$ cat src/rtl/core/sms_pkg.sv
// Shared types and constants for the motion-safety supervisor.
// No dependencies; imported by the interfaces and all core modules.

package sms_pkg;

  localparam int unsigned TicksW = 8;
  localparam int unsigned KindW  = 3;
  localparam int unsigned ModeW  = 3;
  localparam int unsigned CfgIdxW = 1;

  localparam logic [TicksW-1:0] TicksMax   = '1;
  localparam logic [TicksW-1:0] TicksReset = TicksW'(3);

  typedef enum logic [CfgIdxW-1:0] {
    CFG_DEBOUNCE_TICKS = 1'b0,
    CFG_ACTIVE_LEVEL   = 1'b1
  } cfg_idx_e;

  typedef enum logic [KindW-1:0] {
    KIND_TICK           = 3'd0,
    KIND_START          = 3'd1,
    KIND_STOP           = 3'd2,
    KIND_ESTOP          = 3'd3,
    KIND_BEGIN_MOTION   = 3'd4,
    KIND_FINISH_MOTION  = 3'd5,
    KIND_IMMEDIATE_MOVE = 3'd6
  } kind_e;

  typedef enum logic [ModeW-1:0] {
    MODE_BOOT    = 3'd0,
    MODE_IDLE    = 3'd1,
    MODE_ARMED   = 3'd2,
    MODE_MOVING  = 3'd3,
    MODE_STOPPED = 3'd4,
    MODE_ESTOP   = 3'd5,
    MODE_FAULT   = 3'd6
  } mode_e;

  typedef enum logic {
    STATUS_OK      = 1'b0,
    STATUS_INVALID = 1'b1
  } status_e;

  typedef struct packed {
    logic stable;
    logic changed;
  } sms_deb_t;

endpackage

$ cat src/rtl/core/sms_if.sv
// Request and response channel interfaces for the supervisor.
// Depends on sms_pkg for field widths.

interface sms_req_if import sms_pkg::*; ();
  logic             valid;
  logic             ready;
  logic [KindW-1:0] kind;
  logic             stop_pin;
  logic             limit_pin;

  modport source (output valid, kind, stop_pin, limit_pin, input ready);
  modport sink   (input valid, kind, stop_pin, limit_pin, output ready);
endinterface

interface sms_rsp_if import sms_pkg::*; ();
  logic             valid;
  logic             ready;
  logic             status;
  logic [ModeW-1:0] mode_now;
  logic             motion_allowed;
  logic             in_estop;
  logic             limit_asserted;
  logic             limit_changed;
  logic             stop_tripped;

  modport source (output valid, status, mode_now, motion_allowed, in_estop,
                  limit_asserted, limit_changed, stop_tripped, input ready);
  modport sink   (input valid, status, mode_now, motion_allowed, in_estop,
                  limit_asserted, limit_changed, stop_tripped, output ready);
endinterface

$ cat src/rtl/core/sms_debounce.sv
// Pin debouncer: last raw level, stable level and saturating hold count.
// Depends on sms_pkg; advances only on tick requests.

module sms_debounce import sms_pkg::*; (
  input  logic              clk_i,
  input  logic              rst_ni,
  input  logic              step_i,
  input  logic              raw_i,
  input  logic [TicksW-1:0] ticks_i,
  output sms_deb_t          deb_o
);

  logic              last_q, last_d;
  logic              stable_q, stable_d;
  logic [TicksW-1:0] elapsed_q, elapsed_d;
  logic [TicksW-1:0] elapsed_inc;

  always_comb begin
    last_d      = last_q;
    stable_d    = stable_q;
    elapsed_d   = elapsed_q;
    elapsed_inc = (elapsed_q == TicksMax) ? elapsed_q : elapsed_q + TicksW'(1);
    deb_o.changed = 1'b0;
    if (raw_i != last_q) begin
      last_d    = raw_i;
      elapsed_d = '0;
    end else begin
      elapsed_d = elapsed_inc;
      if ((raw_i != stable_q) && (elapsed_inc >= ticks_i)) begin
        stable_d      = raw_i;
        deb_o.changed = 1'b1;
      end
    end
    // hold the stored level on anything but a tick
    deb_o.stable = step_i ? stable_d : stable_q;
  end

  always_ff @(posedge clk_i or negedge rst_ni) begin
    if (!rst_ni) begin
      last_q    <= 1'b0;
      stable_q  <= 1'b0;
      elapsed_q <= '0;
    end else if (step_i) begin
      last_q    <= last_d;
      stable_q  <= stable_d;
      elapsed_q <= elapsed_d;
    end
  end

endmodule

$ cat src/rtl/core/sms_mode.sv
// Mode machine: applies commands and stop trips, refuses illegal commands.
// Depends on sms_pkg for request kinds, modes and status codes.

module sms_mode import sms_pkg::*; (
  input  logic             clk_i,
  input  logic             rst_ni,
  input  logic             step_i,
  input  logic [KindW-1:0] kind_i,
  input  logic             stop_trip_i,
  output logic             status_o,
  output mode_e            mode_o
);

  mode_e mode_q, mode_d;

  always_comb begin
    mode_d   = mode_q;
    status_o = STATUS_OK;
    unique case (kind_i)
      KIND_TICK: begin
        if (stop_trip_i) mode_d = MODE_ESTOP;
      end
      KIND_START: begin
        if (mode_q == MODE_ESTOP || mode_q == MODE_FAULT) status_o = STATUS_INVALID;
        else mode_d = MODE_ARMED;
      end
      KIND_STOP: begin
        if (mode_q == MODE_ESTOP) status_o = STATUS_INVALID;
        else mode_d = MODE_STOPPED;
      end
      KIND_ESTOP: begin
        mode_d = MODE_ESTOP;
      end
      KIND_BEGIN_MOTION: begin
        if (mode_q != MODE_ARMED) status_o = STATUS_INVALID;
        else mode_d = MODE_MOVING;
      end
      KIND_FINISH_MOTION: begin
        if (mode_q != MODE_MOVING) status_o = STATUS_INVALID;
        else mode_d = MODE_ARMED;
      end
      KIND_IMMEDIATE_MOVE: begin
        if (mode_q != MODE_ARMED) status_o = STATUS_INVALID;
      end
      default: begin
        mode_d = mode_q;
      end
    endcase
    mode_o = mode_d;
  end

  always_ff @(posedge clk_i or negedge rst_ni) begin
    if (!rst_ni) begin
      mode_q <= MODE_IDLE;
    end else if (step_i) begin
      mode_q <= mode_d;
    end
  end

endmodule

$ cat src/rtl/core/safety_mode_supervisor_top.sv
// Motion-safety supervisor top level: request register, debouncers, mode machine,
// response register. Depends on sms_pkg, sms_if, sms_debounce and sms_mode.
// Each result is registered in the response register after the request register.
// Throughput: one request per cycle while the response is taken; the response register frees the input side.
// Reset: asynchronous, active low; mode idle, debouncers cleared,
// debounce_ticks 3, active_level 1.

module safety_mode_supervisor_top import sms_pkg::*; (
  input  logic                clk_i,
  input  logic                rst_ni,
  input  logic                cfg_we_i,
  input  logic [CfgIdxW-1:0]  cfg_idx_i,
  input  logic [TicksW-1:0]   cfg_wdata_i,
  sms_req_if.sink             req_i,
  sms_rsp_if.source           rsp_o
);

  logic [TicksW-1:0] ticks_q;
  logic              active_q;

  logic              in_vld_q;
  logic [KindW-1:0]  kind_q;
  logic              stop_pin_q;
  logic              limit_pin_q;

  logic              out_vld_q;
  logic              status_q;
  logic [ModeW-1:0]  mode_q;
  logic              motion_q;
  logic              estop_q;
  logic              lim_act_q;
  logic              lim_chg_q;
  logic              trip_q;

  logic              adv;
  logic              step;
  logic              tick;
  logic              stop_trip;
  logic              status;
  mode_e             mode_next;
  sms_deb_t          stop_deb;
  sms_deb_t          limit_deb;

  assign adv   = !out_vld_q || rsp_o.ready;
  assign step  = in_vld_q && adv;
  assign tick  = step && (kind_q == KIND_TICK);
  assign req_i.ready = !in_vld_q || adv;

  assign stop_trip = (kind_q == KIND_TICK) && stop_deb.changed &&
                     (stop_deb.stable == active_q);

  always_ff @(posedge clk_i or negedge rst_ni) begin
    if (!rst_ni) begin
      ticks_q  <= TicksReset;
      active_q <= 1'b1;
    end else if (cfg_we_i) begin
      unique case (cfg_idx_i)
        CFG_DEBOUNCE_TICKS: ticks_q  <= cfg_wdata_i;
        CFG_ACTIVE_LEVEL:   active_q <= cfg_wdata_i[0];
        default:            ticks_q  <= ticks_q;
      endcase
    end
  end

  sms_debounce u_stop_deb (
    .clk_i   (clk_i),
    .rst_ni  (rst_ni),
    .step_i  (tick),
    .raw_i   (stop_pin_q),
    .ticks_i (ticks_q),
    .deb_o   (stop_deb)
  );

  sms_debounce u_limit_deb (
    .clk_i   (clk_i),
    .rst_ni  (rst_ni),
    .step_i  (tick),
    .raw_i   (limit_pin_q),
    .ticks_i (ticks_q),
    .deb_o   (limit_deb)
  );

  sms_mode u_mode (
    .clk_i       (clk_i),
    .rst_ni      (rst_ni),
    .step_i      (step),
    .kind_i      (kind_q),
    .stop_trip_i (stop_trip),
    .status_o    (status),
    .mode_o      (mode_next)
  );

  always_ff @(posedge clk_i or negedge rst_ni) begin
    if (!rst_ni) begin
      in_vld_q  <= 1'b0;
      out_vld_q <= 1'b0;
    end else begin
      if (req_i.ready) in_vld_q <= req_i.valid;
      if (adv) out_vld_q <= in_vld_q;
    end
  end

  always_ff @(posedge clk_i) begin
    if (req_i.valid && req_i.ready) begin
      kind_q      <= req_i.kind;
      stop_pin_q  <= req_i.stop_pin;
      limit_pin_q <= req_i.limit_pin;
    end
    if (step) begin
      status_q  <= status;
      mode_q    <= mode_next;
      motion_q  <= (mode_next == MODE_ARMED);
      estop_q   <= (mode_next == MODE_ESTOP);
      lim_act_q <= (limit_deb.stable == active_q);
      lim_chg_q <= (kind_q == KIND_TICK) && limit_deb.changed;
      trip_q    <= stop_trip;
    end
  end

  assign rsp_o.valid          = out_vld_q;
  assign rsp_o.status         = status_q;
  assign rsp_o.mode_now       = mode_q;
  assign rsp_o.motion_allowed = motion_q;
  assign rsp_o.in_estop       = estop_q;
  assign rsp_o.limit_asserted = lim_act_q;
  assign rsp_o.limit_changed  = lim_chg_q;
  assign rsp_o.stop_tripped   = trip_q;

endmodule
$ cat src/flat_wrapper.sv
// flat-port wrapper written by rule: the top's interface ports become plain ports
module safety_mode_supervisor_top_flat import sms_pkg::*;
  (clk_i, rst_ni, cfg_we_i, cfg_idx_i, cfg_wdata_i, req_i_valid, req_i_kind, req_i_stop_pin, req_i_limit_pin, req_i_ready, rsp_o_valid, rsp_o_status, rsp_o_mode_now, rsp_o_motion_allowed, rsp_o_in_estop, rsp_o_limit_asserted, rsp_o_limit_changed, rsp_o_stop_tripped, rsp_o_ready);
  sms_req_if req_i_i ();
  sms_rsp_if rsp_o_i ();
  input  logic clk_i;
  input  logic rst_ni;
  input  logic cfg_we_i;
  input  logic [CfgIdxW-1:0] cfg_idx_i;
  input  logic [TicksW-1:0] cfg_wdata_i;
  input wire logic [$bits(req_i_i.valid)-1:0] req_i_valid;
  input wire logic [$bits(req_i_i.kind)-1:0] req_i_kind;
  input wire logic [$bits(req_i_i.stop_pin)-1:0] req_i_stop_pin;
  input wire logic [$bits(req_i_i.limit_pin)-1:0] req_i_limit_pin;
  output wire logic [$bits(req_i_i.ready)-1:0] req_i_ready;
  output wire logic [$bits(rsp_o_i.valid)-1:0] rsp_o_valid;
  output wire logic [$bits(rsp_o_i.status)-1:0] rsp_o_status;
  output wire logic [$bits(rsp_o_i.mode_now)-1:0] rsp_o_mode_now;
  output wire logic [$bits(rsp_o_i.motion_allowed)-1:0] rsp_o_motion_allowed;
  output wire logic [$bits(rsp_o_i.in_estop)-1:0] rsp_o_in_estop;
  output wire logic [$bits(rsp_o_i.limit_asserted)-1:0] rsp_o_limit_asserted;
  output wire logic [$bits(rsp_o_i.limit_changed)-1:0] rsp_o_limit_changed;
  output wire logic [$bits(rsp_o_i.stop_tripped)-1:0] rsp_o_stop_tripped;
  input wire logic [$bits(rsp_o_i.ready)-1:0] rsp_o_ready;
  assign req_i_i.valid = req_i_valid;
  assign req_i_i.kind = req_i_kind;
  assign req_i_i.stop_pin = req_i_stop_pin;
  assign req_i_i.limit_pin = req_i_limit_pin;
  assign req_i_ready = req_i_i.ready;
  assign rsp_o_valid = rsp_o_i.valid;
  assign rsp_o_status = rsp_o_i.status;
  assign rsp_o_mode_now = rsp_o_i.mode_now;
  assign rsp_o_motion_allowed = rsp_o_i.motion_allowed;
  assign rsp_o_in_estop = rsp_o_i.in_estop;
  assign rsp_o_limit_asserted = rsp_o_i.limit_asserted;
  assign rsp_o_limit_changed = rsp_o_i.limit_changed;
  assign rsp_o_stop_tripped = rsp_o_i.stop_tripped;
  assign rsp_o_i.ready = rsp_o_ready;
  safety_mode_supervisor_top u_core (.clk_i(clk_i), .rst_ni(rst_ni), .cfg_we_i(cfg_we_i), .cfg_idx_i(cfg_idx_i), .cfg_wdata_i(cfg_wdata_i), .req_i(req_i_i), .rsp_o(rsp_o_i));
endmodule
$ cat config.mk
export PLATFORM = sky130hd
export DESIGN_NAME = safety_mode_supervisor_top_flat
export DESIGN_NICKNAME = d
export VERILOG_FILES = /design/src/rtl/core/sms_pkg.sv /design/src/rtl/core/sms_if.sv /design/src/rtl/core/sms_debounce.sv /design/src/rtl/core/sms_mode.sv /design/src/rtl/core/safety_mode_supervisor_top.sv /design/src/flat_wrapper.sv
export SDC_FILE = /design/constraint.sdc
export NUM_CORES = 1
export LEC_CHECK = 0
export BUFFER_PORTS_ARGS = -buffer_cell sky130_fd_sc_hd__clkbuf_2
export CORE_AREA = 2 2 79 81
export CTS_BUF_LIST = sky130_fd_sc_hd__clkbuf_4 sky130_fd_sc_hd__clkbuf_8 sky130_fd_sc_hd__clkbuf_16
export DETAILED_ROUTE_END_ITERATION = 12
export DIE_AREA = 0 0 81 83
export MAX_ROUTING_LAYER = met4
export PLACE_DENSITY = 0.75
export SKIP_LAST_GASP = 1
export SYNTH_ARGS = -nofsm -noshare
export SYNTH_HDL_FRONTEND = slang
export SYNTH_HIERARCHICAL = 1
export SYNTH_SLANG_ARGS = --single-unit
$ cat constraint.sdc
create_clock -name clk_i -period 3.3 [get_ports clk_i]
set_input_delay 0.33 -clock clk_i [delete_from_list [all_inputs] [get_ports clk_i]]
set_output_delay 0.33 -clock clk_i [all_outputs]
set_load 0.03 [all_outputs]
### After elaboration in Yosys (flattened, before gate mapping)

Index checks and enable logic that the tools add are counted.
W data, S select, Z words.

* $add $sub $neg: 2
* multipliers: 0
* divide/modulo/power cells: 0
* $lt $le $gt $ge: 2
* equal/unequal tests: 20
* shift-type cells: 0
* multiplexer cells: 25
* bitwise operators: 1
* reduce and logical (&&, ||, !) cells: 19

Operators with widths (count)
* $mux W8: 4
* $eq A3 B3 Y1 const B: 6
* $pmux W3 S6: 1
* $add A8 B1 Y8 const B: 2
* $eq A8 B8 Y1 const B: 2
* $ge A8 B8 Y1: 2
* $mux W3: 5
* $mux W1: 14
* $eq A3 B2 Y1 const B: 3
* $logic_and A1 B1 Y1: 8
* $reduce_and A2 Y1: 4
* $ne A3 B2 Y1 const B: 2
* $ne A1 B1 Y1: 4
* $pmux W1 S4: 1
* $eq A3 B1 Y1 const B: 1
* $logic_not A3 Y1: 1
* $logic_or A1 B1 Y1: 3
* $eq A1 B1 Y1: 2
* $logic_not A1 Y1: 2
* $reduce_or A2 Y1: 1
* $not A1 Y1: 1

* flip-flop bits (word level): 48
* bits in latches: 0
* memory bits (writable): 0
* memory bits (read-only): 0
* input bits: 19
* word-level logic and storage cells: 90
* memories kept: 0

### Longest topological paths before layout

Gate-level depths: netlist of the first run.

* depth in word-level cells: 12
* mapped depth: 18
* depth with buffers taken out: 18

### Modules after synthesis

The synthesis of the first run kept the hierarchy.

By module, submodules not included
* sms_debounce: instances 2, cells each 96, area an instance 855.8 sq um
* safety_mode_supervisor_top: instances 1, cells each 52, area an instance 954.7 sq um
* sms_mode: instances 1, cells each 49, area an instance 345.3 sq um

### Worst setup path after synthesis of the first run

OpenSTA, ideal clock, no wires.

* path kind: reg-to-reg
* start: register u_core.u_stop_deb.elapsed_q[0]
* end: register u_core.estop_q, in the netlist u_core/rsp_o.in_estop, data pin
* data arrival time: 3303 ps
* setup slack: -265 ps
* cell stages (with the launch flop): 17
* path buffers: 0
* path through: dfrtp_1 -> ha_1 -> nand4_4 -> mux2_2 -> ha_1 -> a2111oi_4 -> nor3_1 -> o31ai_2 -> mux2_1 -> xnor2_1 -> and3_1 -> nor2_1 -> nor3_1 -> nor4_2 -> a31oi_1 -> nand2_1 -> nor2_1

RTL lines
* start: declaration: line sms_debounce.sv:15 `logic [TicksW-1:0] elapsed_q, elapsed_d;`
* start signal: assignment: line sms_debounce.sv:46 `elapsed_q <= elapsed_d;`
* end signal: assignment: line safety_mode_supervisor_top.sv:113 `estop_q <= (mode_next == MODE_ESTOP);`
* end: declaration: line safety_mode_supervisor_top.sv:30 `logic estop_q;`

==> flow_metrics.py, run 1 <==
metrics = {
    "outcome": {
        "status": "complete, but fails checks",
        "violations": "negative setup slack",
    },
    "setup_path": {
        "r2r-start": "u_core/u_stop_deb/elapsed_q[0]",
        "cpPeakStageDelay_ns": 0.41,
        "critPathLaunchType": "register",
        "cp_data_arrival_time_ns": 3.73,
        "critPathSlowestCell": "dfrtp_1",
        "cp.required_ns": 3.46,
        "worstPathMaxFanout": 5,
        "critical_path.top_delay_family": "simple AND/OR/NAND/NOR gates",
        "r2r_slack_ns": -0.27,
        "rr_endpoint": "u_core/rsp_o.in_estop",
        "crit_chain": "ha_4 > nand4_4 > mux2_4 > ha_4 > a2111oi_4 > nor3_2 > o31ai_2 > mux2_4 > xnor2_2 > and3_4 > nor2_2 > nor3_2 > nor4_2 > a31oi_1 > nand2_1 > nor2_1",
        "path_buf_inv": 0,
        "critPathCaptureType": "register",
        "rr_worst_depth": 16,
        "criticalPathCategory": "register to register",
    },
    "grt": {
        "grt_max_degree": 35,
        "grt_usage": 0.2060,
        "grt_pass1_vias": 2274,
        "grt_pass1_wl_mm": 10.52,
        "antenna_found_initial": 0,
        "grt-ovfl-total": 0,
    },
    "yosys": {
        "ys_ff_latch": 48,
        "async_reset_ff_frac": 0.7083,
        "synthesis.nets": 330,
        "synth.distinct_cells": 52,
        "avgSynthCellArea_um2": 10.28,
        "yosys.area.top_type": "dfrtp_1",
        "synth.area.top_cells": "dfrtp_1 25%, edfxtp_1 14%, ha_1 7.5%",
        "postSynthCellCount": 293,
        "synth_top_area_frac": 0.2493,
        "ys_seq_area_frac": 0.4238,
        "synth_edf_count": 14,
        "synth.cell_area_um2": 3012,
        "synth-warning-count": 6,
        "synthFlopType": "dfrtp_1",
    },
    "timing": {
        "min_period_ns": 3.571,
        "final-setup-viol-count": 8,
        "slew_headroom": 0.4143,
        "setup_slack_ns": -0.2708,
        "worst_pin_slew_ns": 0.8785,
        "final_max_slew_viol_count": 0,
        "finalCritPeriodShare": 1.082,
        "skew_ns": 0.004922,
        "rsz0062_at_grt": "true",
        "finalHoldViolations": 0,
        "timing.fmax_mhz": 280.0,
    },
    "floorplan": {
        "initial_core_util": 0.5179,
        "ios": 30,
        "rows": 28,
        "die-area_um2": 6723,
        "die_y_um": 83,
        "die_w_um": 81,
        "coreArea_um2": 5816,
    },
    "cts": {
        "cts_tree": "done",
        "htreeDepth": 2,
        "cts_buffer_depth": 2,
        "cts_inserted_buffers": 5,
        "clk_pin_slew_ns": 0.09,
        "ctsHoldBuffers": 0,
        "clock_sinks": 48,
        "cts_root_buffer": "clkbuf_8",
        "insertion_delay_ns": 0.31,
    },
    "placed_design": {
        "port_buffers": 29,
        "place_area_um2": 3373,
        "dp_slack_ns": -0.2933,
        "gp_congestion": 0.9239,
        "hpwl_mm": 4.428,
    },
    "route": {
        "wirelength_mm": 6.196,
        "vias": 2361,
        "drt_iter0_markers": 176,
        "drt_pass1_iterations": 4,
        "drc": 0,
        "ant_nets": 0,
        "drt-wirelength-per-cell_um": 14.79,
        "vias_per_cell": 5.635,
    },
    "power_and_ir_drop": {
        "leakagePower_uw": 0.001615,
        "power.density_nw_per_um2": 520.8,
        "vdd_drop_max_mv": 0.2470,
        "total_power_uw": 1877,
    },
    "min_path": {
        "holdCritPathClass": "input pin to asynchronous set/reset pin",
    },
    "finish": {
        "nNetsFinal": 381,
        "syn_to_final_growth_pct": 19.65,
        "n_antenna_cell": 0,
        "drive_gt1_frac": 0.3285,
        "design_area_um2": 3603,
    },
    "flow_run": {
        "cap_violations": 0,
    },
}
synthesized netlist by cell type, drive strengths merged, types with 3 or more instances:
library cell and number:
nand2b 7, a211oi 3, o21a 6, xor2 3, o31ai 3, edfxtp 14
dfrtp 30, a41oi 3, and2 5, nand4 6, nand3 9, nor3 8
nand2 31, inv 21, o21ai 16, a21oi 13, nor2 26, buf 7
ha 18, xnor2 10, a31oi 9, clkbuf 3, dfstp 4, mux2 15
what timing repair did:
item / in CTS / in global routing
pin swaps: 17 / 7
setup buffers: 3 / 0
resized for setup: 17 / 7
endpoints found under the setup margin: 8 / 8
hold endpoints to repair: 0 / 0
registers in the layout, summed over array words and instances (netlist names), 3 cells and up:
name,cells
u_core/kind_q,3
u_core/rsp_o.mode_now,3
u_core/ticks_q,8
u_core/u_limit_deb/elapsed_q,8
u_core/u_mode/mode_q,3
u_core/u_stop_deb/elapsed_q,8
worst register-to-register path, stage by stage (launching register included):
cell and delay (ns):
dfrtp_1 0.41, ha_4 0.21, nand4_4 0.14, mux2_4 0.34, ha_4 0.22, a2111oi_4 0.35
nor3_2 0.10, o31ai_2 0.22, mux2_4 0.35, xnor2_2 0.13, and3_4 0.22, nor2_2 0.04
nor3_2 0.13, nor4_2 0.06, a31oi_1 0.26, nand2_1 0.10, nor2_1 0.14
worst max path at each step:
| stage | start | to | slack, ns | cells after the start |
|---|---|---|---|---|
| 3_3_place_gp | u_core/u_stop_deb/elapsed_q[0] | u_core/rsp_o.motion_allowed | -0.20 | 15 |
| 3_5_place_dp | u_core/u_stop_deb/elapsed_q[6] | u_core/rsp_o.motion_allowed | -0.29 | 16 |
| 4_1_cts | u_core/u_stop_deb/elapsed_q[3] | u_core/rsp_o.in_estop | -0.26 | 16 |
| 6_report | u_core/u_stop_deb/elapsed_q[0] | u_core/rsp_o.in_estop | -0.27 | 16 |
| 2_1_floorplan | u_core/u_stop_deb/elapsed_q[4] | u_core/rsp_o.motion_allowed | -0.16 | 16 |
| 5_1_grt | u_core/u_stop_deb/elapsed_q[0] | u_core/rsp_o.in_estop | -0.41 | 16 |
logic make-up (layout without fill, tap and decap cells):
logic type      count (synthesis)  in the layout  synth area share
fa+ha+maj                      18             18           0.07478
buf+inv                        31             82           0.04487
compound gates                 63             63            0.1595
flops                          48             48            0.4238
mux                            17             17           0.07270
simple gates                  103            103            0.1865
xor+xnor                       13             13           0.03781
final cells by class:
class,instances,area (um2)
repair buffers,54,352.8
flip-flops and latches,48,1276
fillers,492,2212
clock buffers,5,68.82
well taps,75,93.84
inverters,21,78.83
multi-input cells,214,1720
clock inverters,2,12.51
metal layers:
metal  global-route usage  vias up  share of wire
li1                     -     1156              -
met4              0.06780        0          0.016
met2               0.3171       57           0.48
met1               0.2796     1136           0.46
met5                    -        -              0
met3              0.02935       12          0.045
cell usage in the layout (no fill, tap or decap), types with 3 or more instances in the layout:
cell type	Yosys	routed
o21a_1	6	6
edfxtp_1	14	14
nor3_1	8	5
dfrtp_1	30	30
mux2_2	5	4
ha_1	18	15
nand4_1	4	4
a41oi_1	3	3
nand3_1	9	7
nor2_2	0	3
buf_4	1	22
xor2_1	3	3
o21ai_0	16	15
nand2b_1	5	5
dfstp_2	4	4
clkbuf_2	1	29
xnor2_1	10	8
a31oi_1	7	7
clkbuf_8	0	5
nor3_2	0	3
inv_1	21	21
mux2_4	8	10
a21oi_1	13	12
and2_1	5	5
nor2_1	26	23
nand2_1	30	30
where the power goes:
part           internal (uW)  leakage, uW  total, uW  switching (uW)
clock network            144    0.0000400        343             199
registers                720     0.000561        837             117
logic                    362      0.00101        696             334
total                   1230      0.00161       1880             651
metrics by stage:
stage	hold slack [ns]	util	setup TNS, ns	std cells
after detailed placement	0.4979	0.5800	-1.659	410
final	0.1224	0.6196	-0.9372	419
after CTS	0.1622	0.6149	-1.154	419
after global routing	0.1911	0.6196	-1.998	419
after floorplan	0.03441	-	-0.2756	293
after global placement	0.4782	0.5800	-0.8327	410
Power figures use the tool's default switching activity.
==> run 2: changes to the inputs <==
Settings changed: CORE_AREA 2 2 79 81 to 2 2 96 98, DIE_AREA 0 0 81 83 to 0 0 98 100, PLACE_DENSITY 0.75 to 0.54.
==> flow_metrics.py, run 2 (same netlist as run 1, synthesis figures left out) <==
metrics = {
    "setup_path": {
        "cp_data_arrival_time_ns": 3.67,
        "rr_endpoint": "u_core/rsp_o.mode_now[0]",
        "criticalPathCategory": "register to register",
        "critPathCaptureType": "register",
        "cp.required_ns": 3.38,
        "rr_worst_depth": 15,
        "worstPathMaxFanout": 4,
        "r2r-start": "u_core/u_stop_deb/elapsed_q[5]",
        "r2r_slack_ns": -0.29,
        "critPathLaunchType": "register",
    },
    "finish": {
        "drive_gt1_frac": 0.3285,
        "top_regs": "u_core/ticks_q (8), u_core/u_limit_deb/elapsed_q (8), u_core/u_stop_deb/elapsed_q (8)",
        "mostFrequentLayoutCells": "30 x nand2_1, 30 x dfrtp_1, 29 x clkbuf_2, 26 x buf_4, 24 x nor2_1",
        "design_area_um2": 3705,
        "fill_cells": 862,
        "nNetsFinal": 383,
        "syn_to_final_growth_pct": 23.02,
        "n_antenna_cell": 0,
    },
    "grt": {
        "top_usage_layer": "met2",
        "grt_usage": 0.1419,
        "met1_usage": 0.1869,
        "grt.met3_usage": 0.02646,
        "grt_pass1_wl_mm": 10.89,
        "grt-ovfl-total": 0,
        "use_met2": 0.2281,
        "grt_pass1_vias": 2274,
        "antenna_found_initial": 0,
        "grt_max_degree": 35,
    },
    "outcome": {
        "violations": "negative setup slack",
        "status": "complete, but fails checks",
    },
    "placed_design": {
        "port_buffers": 29,
        "hpwl_mm": 4.804,
        "gp_congestion": 0.9226,
        "place_area_um2": 3403,
        "dp_slack_ns": -0.3356,
    },
    "floorplan": {
        "ios": 30,
        "die_w_um": 98,
        "die-area_um2": 9800,
        "rows": 35,
        "initial_core_util": 0.3388,
        "die_y_um": 100,
        "coreArea_um2": 8890,
    },
    "route": {
        "wirelength_mm": 6.374,
        "drt_pass1_iterations": 4,
        "vias_per_cell": 4.987,
        "drt_iter0_markers": 53,
        "drc": 0,
        "vias": 2284,
        "ant_nets": 0,
        "drt-wirelength-per-cell_um": 13.92,
    },
    "power_and_ir_drop": {
        "power.density_nw_per_um2": 554.8,
        "leakagePower_uw": 0.001656,
        "vdd_drop_max_mv": 0.2472,
    },
    "cts": {
        "cts_tree": "done",
        "cts_buffer_depth": 2,
        "ctsHoldBuffers": 0,
        "clk_pin_slew_ns": 0.10,
        "cts_inserted_buffers": 5,
        "clock_sinks": 48,
        "cts_root_buffer": "clkbuf_8",
        "insertion_delay_ns": 0.31,
        "htreeDepth": 2,
    },
    "timing": {
        "timing.fmax_mhz": 278.8,
        "final-setup-viol-count": 7,
        "setup_slack_ns": -0.2873,
        "finalCritPeriodShare": 1.087,
        "skew_ns": 0.01286,
        "final_max_slew_viol_count": 0,
        "min_period_ns": 3.587,
        "slew_headroom": 0.4350,
        "finalHoldViolations": 0,
        "rsz0062_at_grt": "true",
        "worst_pin_slew_ns": 0.8475,
    },
    "flow_run": {
        "cap_violations": 0,
    },
    "min_path": {
        "holdCritPathClass": "input pin to asynchronous set/reset pin",
    },
}
-- run 2: changes by cell type in the layout (fill, tap and decap cells not counted), sizes merged --
cell      previous run  this run
buf                 25        27
bufinv               0         2
clkbuf              34        35
clkinv               1         0
clkinvlp             1         0
-- run 2: final cells by class --
cell class / instances / area (um2) / share of cell area
clock buffer: 6 / 76.32 / 0.02060
clock inverter: 2 / 60.06 / 0.01621
inverter: 21 / 78.83 / 0.02128
multi-input combinational: 214 / 1723 / 0.4650
sequential: 48 / 1276 / 0.3445
tap: 111 / 138.9 / 0.03749
timing repair buffer: 56 / 351.6 / 0.09490
-- run 2: worst max path at each step --
stage | end | slack, ns | from | depth (start not counted)
2_1_floorplan | u_core/rsp_o.motion_allowed | -0.16 | u_core/u_stop_deb/elapsed_q[4] | 16
3_3_place_gp | u_core/rsp_o.motion_allowed | -0.22 | u_core/u_stop_deb/elapsed_q[6] | 15
3_5_place_dp | u_core/rsp_o.motion_allowed | -0.34 | u_core/u_stop_deb/elapsed_q[6] | 15
4_1_cts | u_core/rsp_o.motion_allowed | -0.26 | u_core/u_stop_deb/elapsed_q[6] | 15
5_1_grt | u_core/rsp_o.in_estop | -0.46 | u_core/u_stop_deb/elapsed_q[5] | 16
6_report | u_core/rsp_o.mode_now[0] | -0.29 | u_core/u_stop_deb/elapsed_q[5] | 15
-- run 2: metal layers --
metal	vias up	wire length, um
met2	38	3031
met5	-	0
met3	7	200
met1	1088	3048
met4	0	95
li1	1151	-
-- run 2: what timing repair did --
action                     in CTS  in global routing
buffers inserted                5                  2
pin swaps                      12                  9
setup endpoints to repair       8                  8
hold endpoints to repair        0                  0
resized for setup               9                 13
-- run 2: through the flow --
step	hold slack (ns)	power, uW	instances	TNS [ns]	utilization
5_1_grt	0.1853	2188	458	-2.399	0.4167
6_report	0.1142	2055	458	-1.012	0.4167
3_5_place_dp	0.4902	1477	444	-1.452	0.3828
3_3_place_gp	0.4821	1457	444	-0.7405	0.3828
2_1_floorplan	0.03441	1298	293	-0.2756	-
4_1_cts	0.1569	2054	456	-1.201	0.4084
-- run 2: where the power goes --
part           leakage [uW]  switching (uW)  internal (uW)
clock network     0.0000688             200            311
registers          0.000561             108            720
logic               0.00103             343            373
-- run 2: worst max-delay path, stage by stage, from the launching register on --
cell and delay (ns):
dfrtp_1 0.36, and4_4 0.29, nand4_4 0.11, mux2_4 0.33
ha_4 0.22, a2111oi_4 0.35, nor3_2 0.08, o31ai_2 0.22
mux2_4 0.34, xnor2_2 0.13, and3_4 0.17, nor2_4 0.10
nor3_2 0.05, nor4_2 0.34, a31oi_2 0.10, buf_4 0.17
